## src/disparity_to_world_point_macros.svh

```systemverilog
// Assertion macros shared by the disparity reprojection RTL.
`ifndef DISPARITY_TO_WORLD_POINT_MACROS_SVH
`define DISPARITY_TO_WORLD_POINT_MACROS_SVH

// Same-cycle implication, sampled on i_clk, off during reset.
`define DTWP_ASSERT_NOW(lbl, ante, cons, msg) \
    lbl: assert property (@(posedge i_clk) disable iff (!i_rst_n) (ante) |-> (cons)) \
        else $error(msg);

// Next-cycle implication, sampled on i_clk, off during reset.
`define DTWP_ASSERT_NEXT(lbl, ante, cons, msg) \
    lbl: assert property (@(posedge i_clk) disable iff (!i_rst_n) (ante) |=> (cons)) \
        else $error(msg);

`endif

```

## src/dtwp_pkg.sv

```systemverilog
// Shared constants, codes and arithmetic helpers for the disparity reprojection block.
package dtwp_pkg;

    localparam int COORD_BITS = 12;
    localparam int DISP_BITS  = 16;

    // input stream layout (tdata, lowest bit first)
    localparam int OFF_SLOT   = 0;
    localparam int OFF_PVAL   = 3;
    localparam int OFF_DISP   = OFF_PVAL + 32;
    localparam int OFF_COL    = OFF_DISP + DISP_BITS;
    localparam int OFF_ROW    = OFF_COL + COORD_BITS;
    localparam int OFF_COLOR  = OFF_ROW + COORD_BITS;
    localparam int IN_BITS    = OFF_COLOR + 24;
    localparam int IN_TDATA_W = ((IN_BITS + 7) / 8) * 8;
    localparam int OUT_TDATA_W = 120;

    // datapath widths
    localparam int FB_W       = 44;
    localparam int DIFF_W     = ((COORD_BITS + 8 > 20) ? COORD_BITS + 8 : 20) + 1;
    localparam int PX_W       = DIFF_W + 21;
    localparam int DIV_W      = DISP_BITS;
    localparam int DVD_W      = 44;
    localparam int DIV_STEP   = 4;
    localparam int DIV_STAGES = DVD_W / DIV_STEP;

    // command codes
    localparam logic CMD_POSE  = 1'b0;
    localparam logic CMD_PIXEL = 1'b1;

    // pose slots
    localparam logic [2:0] SLOT_QX   = 3'd0;
    localparam logic [2:0] SLOT_QY   = 3'd1;
    localparam logic [2:0] SLOT_QZ   = 3'd2;
    localparam logic [2:0] SLOT_QW   = 3'd3;
    localparam logic [2:0] SLOT_PN   = 3'd4;
    localparam logic [2:0] SLOT_PE   = 3'd5;
    localparam logic [2:0] SLOT_PD   = 3'd6;
    localparam logic [2:0] SLOT_NONE = 3'd7;

    typedef enum logic [2:0] {
        CFG_FOCAL    = 3'd0,
        CFG_CCOL     = 3'd1,
        CFG_CROW     = 3'd2,
        CFG_BASELINE = 3'd3,
        CFG_DMIN     = 3'd4,
        CFG_DMAX     = 3'd5,
        CFG_NEG      = 3'd6,
        CFG_BACK     = 3'd7
    } t_cfg_idx;

    localparam logic [23:0] RST_FOCAL    = 24'd106417;
    localparam logic [19:0] RST_CCOL     = 20'd61440;
    localparam logic [19:0] RST_CROW     = 20'd46080;
    localparam logic [19:0] RST_BASELINE = 20'd19661;
    localparam logic [30:0] RST_DMIN     = 31'd26214;
    localparam logic [30:0] RST_DMAX     = 31'd2621440;

    localparam logic signed [47:0] OFFSET_FWD  = 48'sd11469;
    localparam logic signed [47:0] OFFSET_SIDE = -48'sd9830;
    localparam logic [65:0]        QUAT_SMALL  = 66'd1152921;
    localparam logic signed [36:0] ONE_Q30     = 37'sh0040000000;

    function automatic logic signed [31:0] sat32(input logic signed [47:0] v);
        if (v > 48'sh00007FFFFFFF)
            return 32'sh7FFFFFFF;
        else if (v < 48'shFFFF80000000)
            return 32'sh80000000;
        else
            return v[31:0];
    endfunction

    // Q.60 product to Q.30, round half up
    function automatic logic signed [33:0] round30(input logic signed [63:0] v);
        logic signed [63:0] t;
        t = v + 64'sh0000000020000000;
        return t[63:30];
    endfunction

    function automatic logic signed [31:0] clamp_one(input logic signed [36:0] v);
        if (v > ONE_Q30)
            return 32'sh40000000;
        else if (v < -ONE_Q30)
            return 32'shC0000000;
        else
            return v[31:0];
    endfunction

    // diagonal entry: 1 - 2(a+b)
    function automatic logic signed [31:0] mat_diag(input logic signed [33:0] a,
                                                    input logic signed [33:0] b);
        logic signed [36:0] s;
        s = ONE_Q30 - ((37'(a) + 37'(b)) <<< 1);
        return clamp_one(s);
    endfunction

    // off-diagonal entry: 2(a+b) or 2(a-b)
    function automatic logic signed [31:0] mat_off(input logic signed [33:0] a,
                                                   input logic signed [33:0] b,
                                                   input logic sub);
        logic signed [36:0] s;
        s = sub ? (37'(a) - 37'(b)) : (37'(a) + 37'(b));
        return clamp_one(s <<< 1);
    endfunction

endpackage

```

## src/dtwp_divider.sv

```systemverilog
// Pipelined restoring divider, DIV_STEP (4) quotient bits per stage, stalls on i_en low.
module dtwp_divider (
    input  logic                        i_clk,
    input  logic                        i_en,
    input  logic [dtwp_pkg::DVD_W-1:0]  i_dividend,
    input  logic [dtwp_pkg::DIV_W-1:0]  i_divisor,
    output logic [dtwp_pkg::DVD_W-1:0]  o_quotient
);

    typedef struct packed {
        logic [dtwp_pkg::DVD_W-1:0] num;   // dividend bits shifting out, quotient in
        logic [dtwp_pkg::DIV_W-1:0] rem;
        logic [dtwp_pkg::DIV_W-1:0] dvs;
    } t_div;

    function automatic t_div div_steps(input t_div st);
        t_div                     o;
        logic [dtwp_pkg::DIV_W:0] sh;
        o = st;
        for (int k = 0; k < dtwp_pkg::DIV_STEP; k++) begin
            sh    = {o.rem, o.num[dtwp_pkg::DVD_W-1]};
            o.num = {o.num[dtwp_pkg::DVD_W-2:0], 1'b0};
            if (sh >= {1'b0, o.dvs}) begin
                sh       = sh - {1'b0, o.dvs};
                o.num[0] = 1'b1;
            end
            o.rem = sh[dtwp_pkg::DIV_W-1:0];
        end
        return o;
    endfunction

    t_div r_st [dtwp_pkg::DIV_STAGES];
    t_div n_first;

    always_comb begin
        n_first.num = i_dividend;
        n_first.rem = '0;
        n_first.dvs = i_divisor;
    end

    for (genvar s = 0; s < dtwp_pkg::DIV_STAGES; s++) begin : g_stage
        t_div n_st;
        if (s == 0) begin : g_head
            assign n_st = div_steps(n_first);
        end else begin : g_body
            assign n_st = div_steps(r_st[s-1]);
        end
        always_ff @(posedge i_clk) begin
            if (i_en) begin
                r_st[s] <= n_st;
            end
        end
    end

    assign o_quotient = r_st[dtwp_pkg::DIV_STAGES-1].num;

endmodule

```

## config.mk

```make
export PLATFORM = sky130hd
export DESIGN_NAME = dtwp_divider
export DESIGN_NICKNAME = d
export VERILOG_FILES = /design/src/disparity_to_world_point_macros.svh /design/src/dtwp_pkg.sv /design/src/dtwp_divider.sv
export SDC_FILE = /design/constraint.sdc
export NUM_CORES = 2
export LEC_CHECK = 0
export BUFFER_PORTS_ARGS = -buffer_cell sky130_fd_sc_hd__buf_2
export CAP_MARGIN = 25
export CORE_MARGIN = 2
export CORE_UTILIZATION = 54
export CTS_CLUSTER_SIZE = 14
export DETAILED_ROUTE_END_ITERATION = 8
export GPL_ROUTABILITY_DRIVEN = 0
export GPL_TIMING_DRIVEN = 0
export PLACE_DENSITY_LB_ADDON = 0.12
export SYNTH_ARGS = -nofsm -noshare
export SYNTH_HDL_FRONTEND = slang
export SYNTH_SLANG_ARGS = --single-unit
```

## constraint.sdc

```tcl
create_clock -name i_clk -period 12.9 [get_ports i_clk]
set_input_delay 2.58 -clock i_clk [delete_from_list [all_inputs] [get_ports i_clk]]
set_output_delay 2.58 -clock i_clk [all_outputs]
set_load 0.05 [all_outputs]
```

Word-level counts from Yosys, hierarchy flattened
Memory sizes are Yosys's and may differ from the RTL's.
Index checks and enable logic that the tools add are counted.
- register bits after elaboration: 0
- RAM bits: 836
- input port bits: 62
- output and inout port bits: 44
- word-level logic and storage cells: 179
- memories kept: 1
- memory list (memory ; depth ; bits a word ; rd ports ; clocked after Yosys merged registers in ; write ports ; RTL line ; source):
    r_st ; 11 ; 76 ; 11 ; 0 ; 11 ; dtwp_divider.sv:32 ; t_div r_st [dtwp_pkg::DIV_STAGES];
- add/sub/neg operators: 44
- magnitude comparators: 44
- multiplexer cells: 90
- operators by type and width (operator ; number):
    greater-or-equal comparator 17 x 16 -> 1 bit ; 43
    two-way mux 16 bit ; 44
    subtractor 16 bit ; 43
    two-way mux 1 bit ; 46
    greater-or-equal comparator 1 x 16 -> 1 bit ; 1
    subtractor 1 x 16 -> 16 bit ; 1

Depth between registers and ports, before layout
An unclocked memory read counts as a cell.
- depth in word-level cells: 9
- depth in mapped cells: 52

Worst setup path before layout
Ideal clock, no wire load.
- kind: input -> register
- start point: in i_divisor[1] in the netlist's numbering
- end point: mem r_st[0][24] in the netlist's numbering (data pin)
- library setup time: 0.260 ns
- arrival time: 11.413 ns
- slack: 1.228 ns
- stages: 43
- path buffers: 4
- cell sequence: clkinv_1 > ha_1 > a21oi_1 > nor2_1 > mux2i_1 > ha_1 > nor2b_1 > o21a_1 > o21ai_0 > a211o_1 > a21oi_1 > o21a_1 > nor2_1 > inv_1 > clkbuf_1 > a21oi_1 > ha_1 > nor2b_1 > (+7 left out) > clkbuf_1 > nor2_1 > a21oi_1 > inv_1 > ha_1 > nor2b_1 > o21ai_0 > a21boi_0 > o21ai_0 > a21oi_1 > o41ai_1 > o22ai_1 > nor3_1 > nor3b_1 > or2_2 > clkbuf_1 > buf_2 > mux2_2
- RTL lines (what ; RTL line ; source):
    from (decl) ; dtwp_divider.sv:6 ; input logic [dtwp_pkg::DIV_W-1:0] i_divisor,
    to (decl) ; dtwp_divider.sv:32 ;

==> impl_metrics.py <==
metrics = {
    "synthesis": {
        "ys_async_sr_fraction_pct": 0,
        "synth-seq-cells": 804,
        "synth_top_area_cell": "edfxtp_1",
        "ys_seq_area_share_pct": 38.6,
        "synthAdderAreaFrac_pct": 15.1,
        "post-synth-top-count-cell": "edfxtp_1",
        "synth_nets": 6889,
        "yosys.area.top_type_share_pct": 38.6,
        "netlist_area_um2": 62600,
        "synthFlopType": "edfxtp_1",
        "synth_edf_count": 804,
        "synthSimpleGateAreaFrac_pct": 11.7,
        "synth_compound_area_share_pct": 17.2,
        "synth_area_per_cell_um2": 10.3,
        "synthCells": 6095,
        "synth_top_family_by_area": "compound AO/OA/AOI/OAI gates",
        "synth-xor-area-share_pct": 6.67,
        "ys_top_cells_by_area": "edfxtp_1 39%, ha_1 14%, mux2_2 6.3%",
        "synth_cell_type_count": 101,
        "yosys_warnings": 0,
        "synth_common_cells": "804 x edfxtp_1, 690 x ha_1, 502 x a21oi_1, 429 x inv_1, 405 x nor2_1",
        "synth_mux_area_share_pct": 7.50,
    },
    "drt": {
        "via_per_inst": 5.98,
        "ant_nets": 0,
        "first_pass_iters": 6,
        "wl_per_cell_um": 19.0,
        "wl_um": 150000,
        "drc": 0,
        "drt_iter0_drc": 3349,
        "vias": 47300,
    },
    "worst_setup_path": {
        "critPathMaxFanout": 10,
        "critPathRequiredTime_ps": 13330,
        "worstSetupPathType": "reg2reg",
        "endpoint_kind": "flip-flop",
        "arrival_ps": 12680,
        "cp-start-kind": "flip-flop",
        "cp_slowest_cell": "edfxtp_1",
        "worst_path_largest_cell_delay_ps": 520,
        "crit_top_cell": "a21oi_1",
    },
    "cells_and_area": {
        "fillers": 9638,
        "n_antenna_cell": 0,
        "num-nets-final": 7120,
        "largest_registers": "r_st (804)",
        "drive_above_1_share_pct": 12.7,
        "syn2layout_area_growth_pct": 9.75,
        "largest_reg_flops": 804,
        "regMostFlops": "r_st",
    },
    "placement": {
        "numPortBuffers": 105,
        "dp_hpwl_um": 118000,
    },
    "timing": {
        "skew_ps": 25.3,
        "slew_headroom_pct": 38.1,
        "finalSetupViolCount": 0,
        "post-route-period-util_pct": 95.0,
        "fin_crit_ps": 12250,
        "tightestPinTransition_ps": 916,
        "fmax_mhz": 81.6,
        "fin_setup_tns_ps": 0,
        "final_hold_viol_count": 0,
        "slew_violations": 0,
    },
    "cts": {
        "clk_pin_slew_worst_paths_ps": 60,
        "max-clock-path-buffers": 3,
        "numCtsBuffers": 88,
        "cts.sinks": 804,
        "cts_tree": "built",
        "holdBufCountCts": 0,
        "insertion_delay_ps": 680,
        "clockRootBuffer": "clkbuf_16",
        "cts-htree-levels": 3,
    },
    "floorplanning": {
        "start_util_pct": 54.6,
        "core_area_um2": 115000,
        "num_rows": 124,
        "die_height_um": 344,
        "die_area_um2": 119000,
        "ioPinCount": 106,
        "die_w_um": 344,
    },
    "global_route": {
        "grt_overflow": 0,
        "grtUsageTotal_pct": 25.0,
        "grt_pass1_vias": 44900,
        "grt_max_degree": 134,
        "grt_pass1_wl_um": 238000,
        "antenna_found_initial": 2,
    },
    "min_path": {
        "min_path_type": "reg2reg",
    },
    "run_status": {
        "status": "completed",
    },
    "job": {
        "drv_cap": 0,
    },
}
cells in the final DEF (no fill, tap or decap), types with 46 or more instances in the layout:
cell type and n:
mux2i_1 57, nor2b_1 105, nand3_1 111, o211ai_1 46, ha_1 690, o21ai_0 314, edfxtp_1 804, a21oi_1 495
inv_1 427, o21bai_1 61, nor3_1 130, xor2_1 161, a211oi_1 57, buf_2 116, xnor2_1 316, mux2_2 348
nand4_1 100, o21a_1 116, nor2_1 404, nand2_1 322, nand2b_1 65, clkbuf_1 50, clkbuf_16 88, a21o_1 185
timing repair:
action	CTS	global route
pin swaps	3	9
setup buffers	4	30
endpoints found under the setup margin	122	170
gates resized for setup	28	95
final timing paths:
kind,slack [ps],from,end,cells past startpoint
max,650,r_st[7][1]$_DFFE_PP_,r_st[8][30]$_DFFE_PP_,50
min,410,r_st[6][35]$_DFFE_PP_,r_st[7][39]$_DFFE_PP_,0
max reg2reg,650,r_st[7][1]$_DFFE_PP_,r_st[8][30]$_DFFE_PP_,50
min reg2reg,410,r_st[6][35]$_DFFE_PP_,r_st[7][39]$_DFFE_PP_,0
area by class of cell:
class / count / area [um2] / area share, %
multi-input cells: 4766 / 36700 / 53.4
flip-flops and latches: 804 / 24100 / 35.1
clock buffers: 106 / 2270 / 3.30
well taps: 1512 / 1890 / 2.75
inverters: 439 / 1660 / 2.41
repair buffers: 145 / 968 / 1.41
clock inverters: 53 / 663 / 0.965
plain buffers: 82 / 402 / 0.585
routing by layer:
layer,share of wire (%),track usage [%],wire length (um),up-vias
li1,-,-,-,23400
met1,46,35.0,69900,22500
met2,47,41.0,69900,1079
met3,4.3,2.77,6510,214
met4,2.6,6.91,3980,0
met5,0,0,0,-
through the flow:
step | instances | setup slack [ps] | hold slack (ps) | instance area [um2] | utilization (%)
6_report | 7907 | 650 | 410 | 68700 | 59.9
5_1_grt | 7907 | -48.2 | 413 | 68700 | 59.9
4_1_cts | 7879 | 0.858 | 404 | 68200 | 59.5
3_5_place_dp | 7718 | -1150 | 405 | 65200 | 56.9
3_3_place_gp | 7712 | -3030 | 400 | 65000 | 56.7
2_1_floorplan | 6095 | 1230 | 400 | 62600 | -
cell families (layout without fill, tap and decap cells):
| group | after synthesis | after routing |
|---|---|---|
| simple gates | 1486 | 1486 |
| compound gates | 1651 | 1651 |
| mux | 420 | 420 |
| xor+xnor | 477 | 477 |
| fa+ha+maj | 732 | 732 |
| buf+inv | 525 | 825 |
| flops | 804 | 804 |
worst max-delay path: cells and delay by family (launching register included):
family	cells	cell delay (ps)
buffers and inverters	10	2040
AND/OR/NAND/NOR	7	920
AO/OA/AOI/OAI	27	6530
flip-flops	1	520
adder cells (fa/ha/maj)	4	1270
multiplexers	2	670
Power is not shown: default switching activity piles up to over one toggle a cycle in this logic, so the estimate is an artifact.
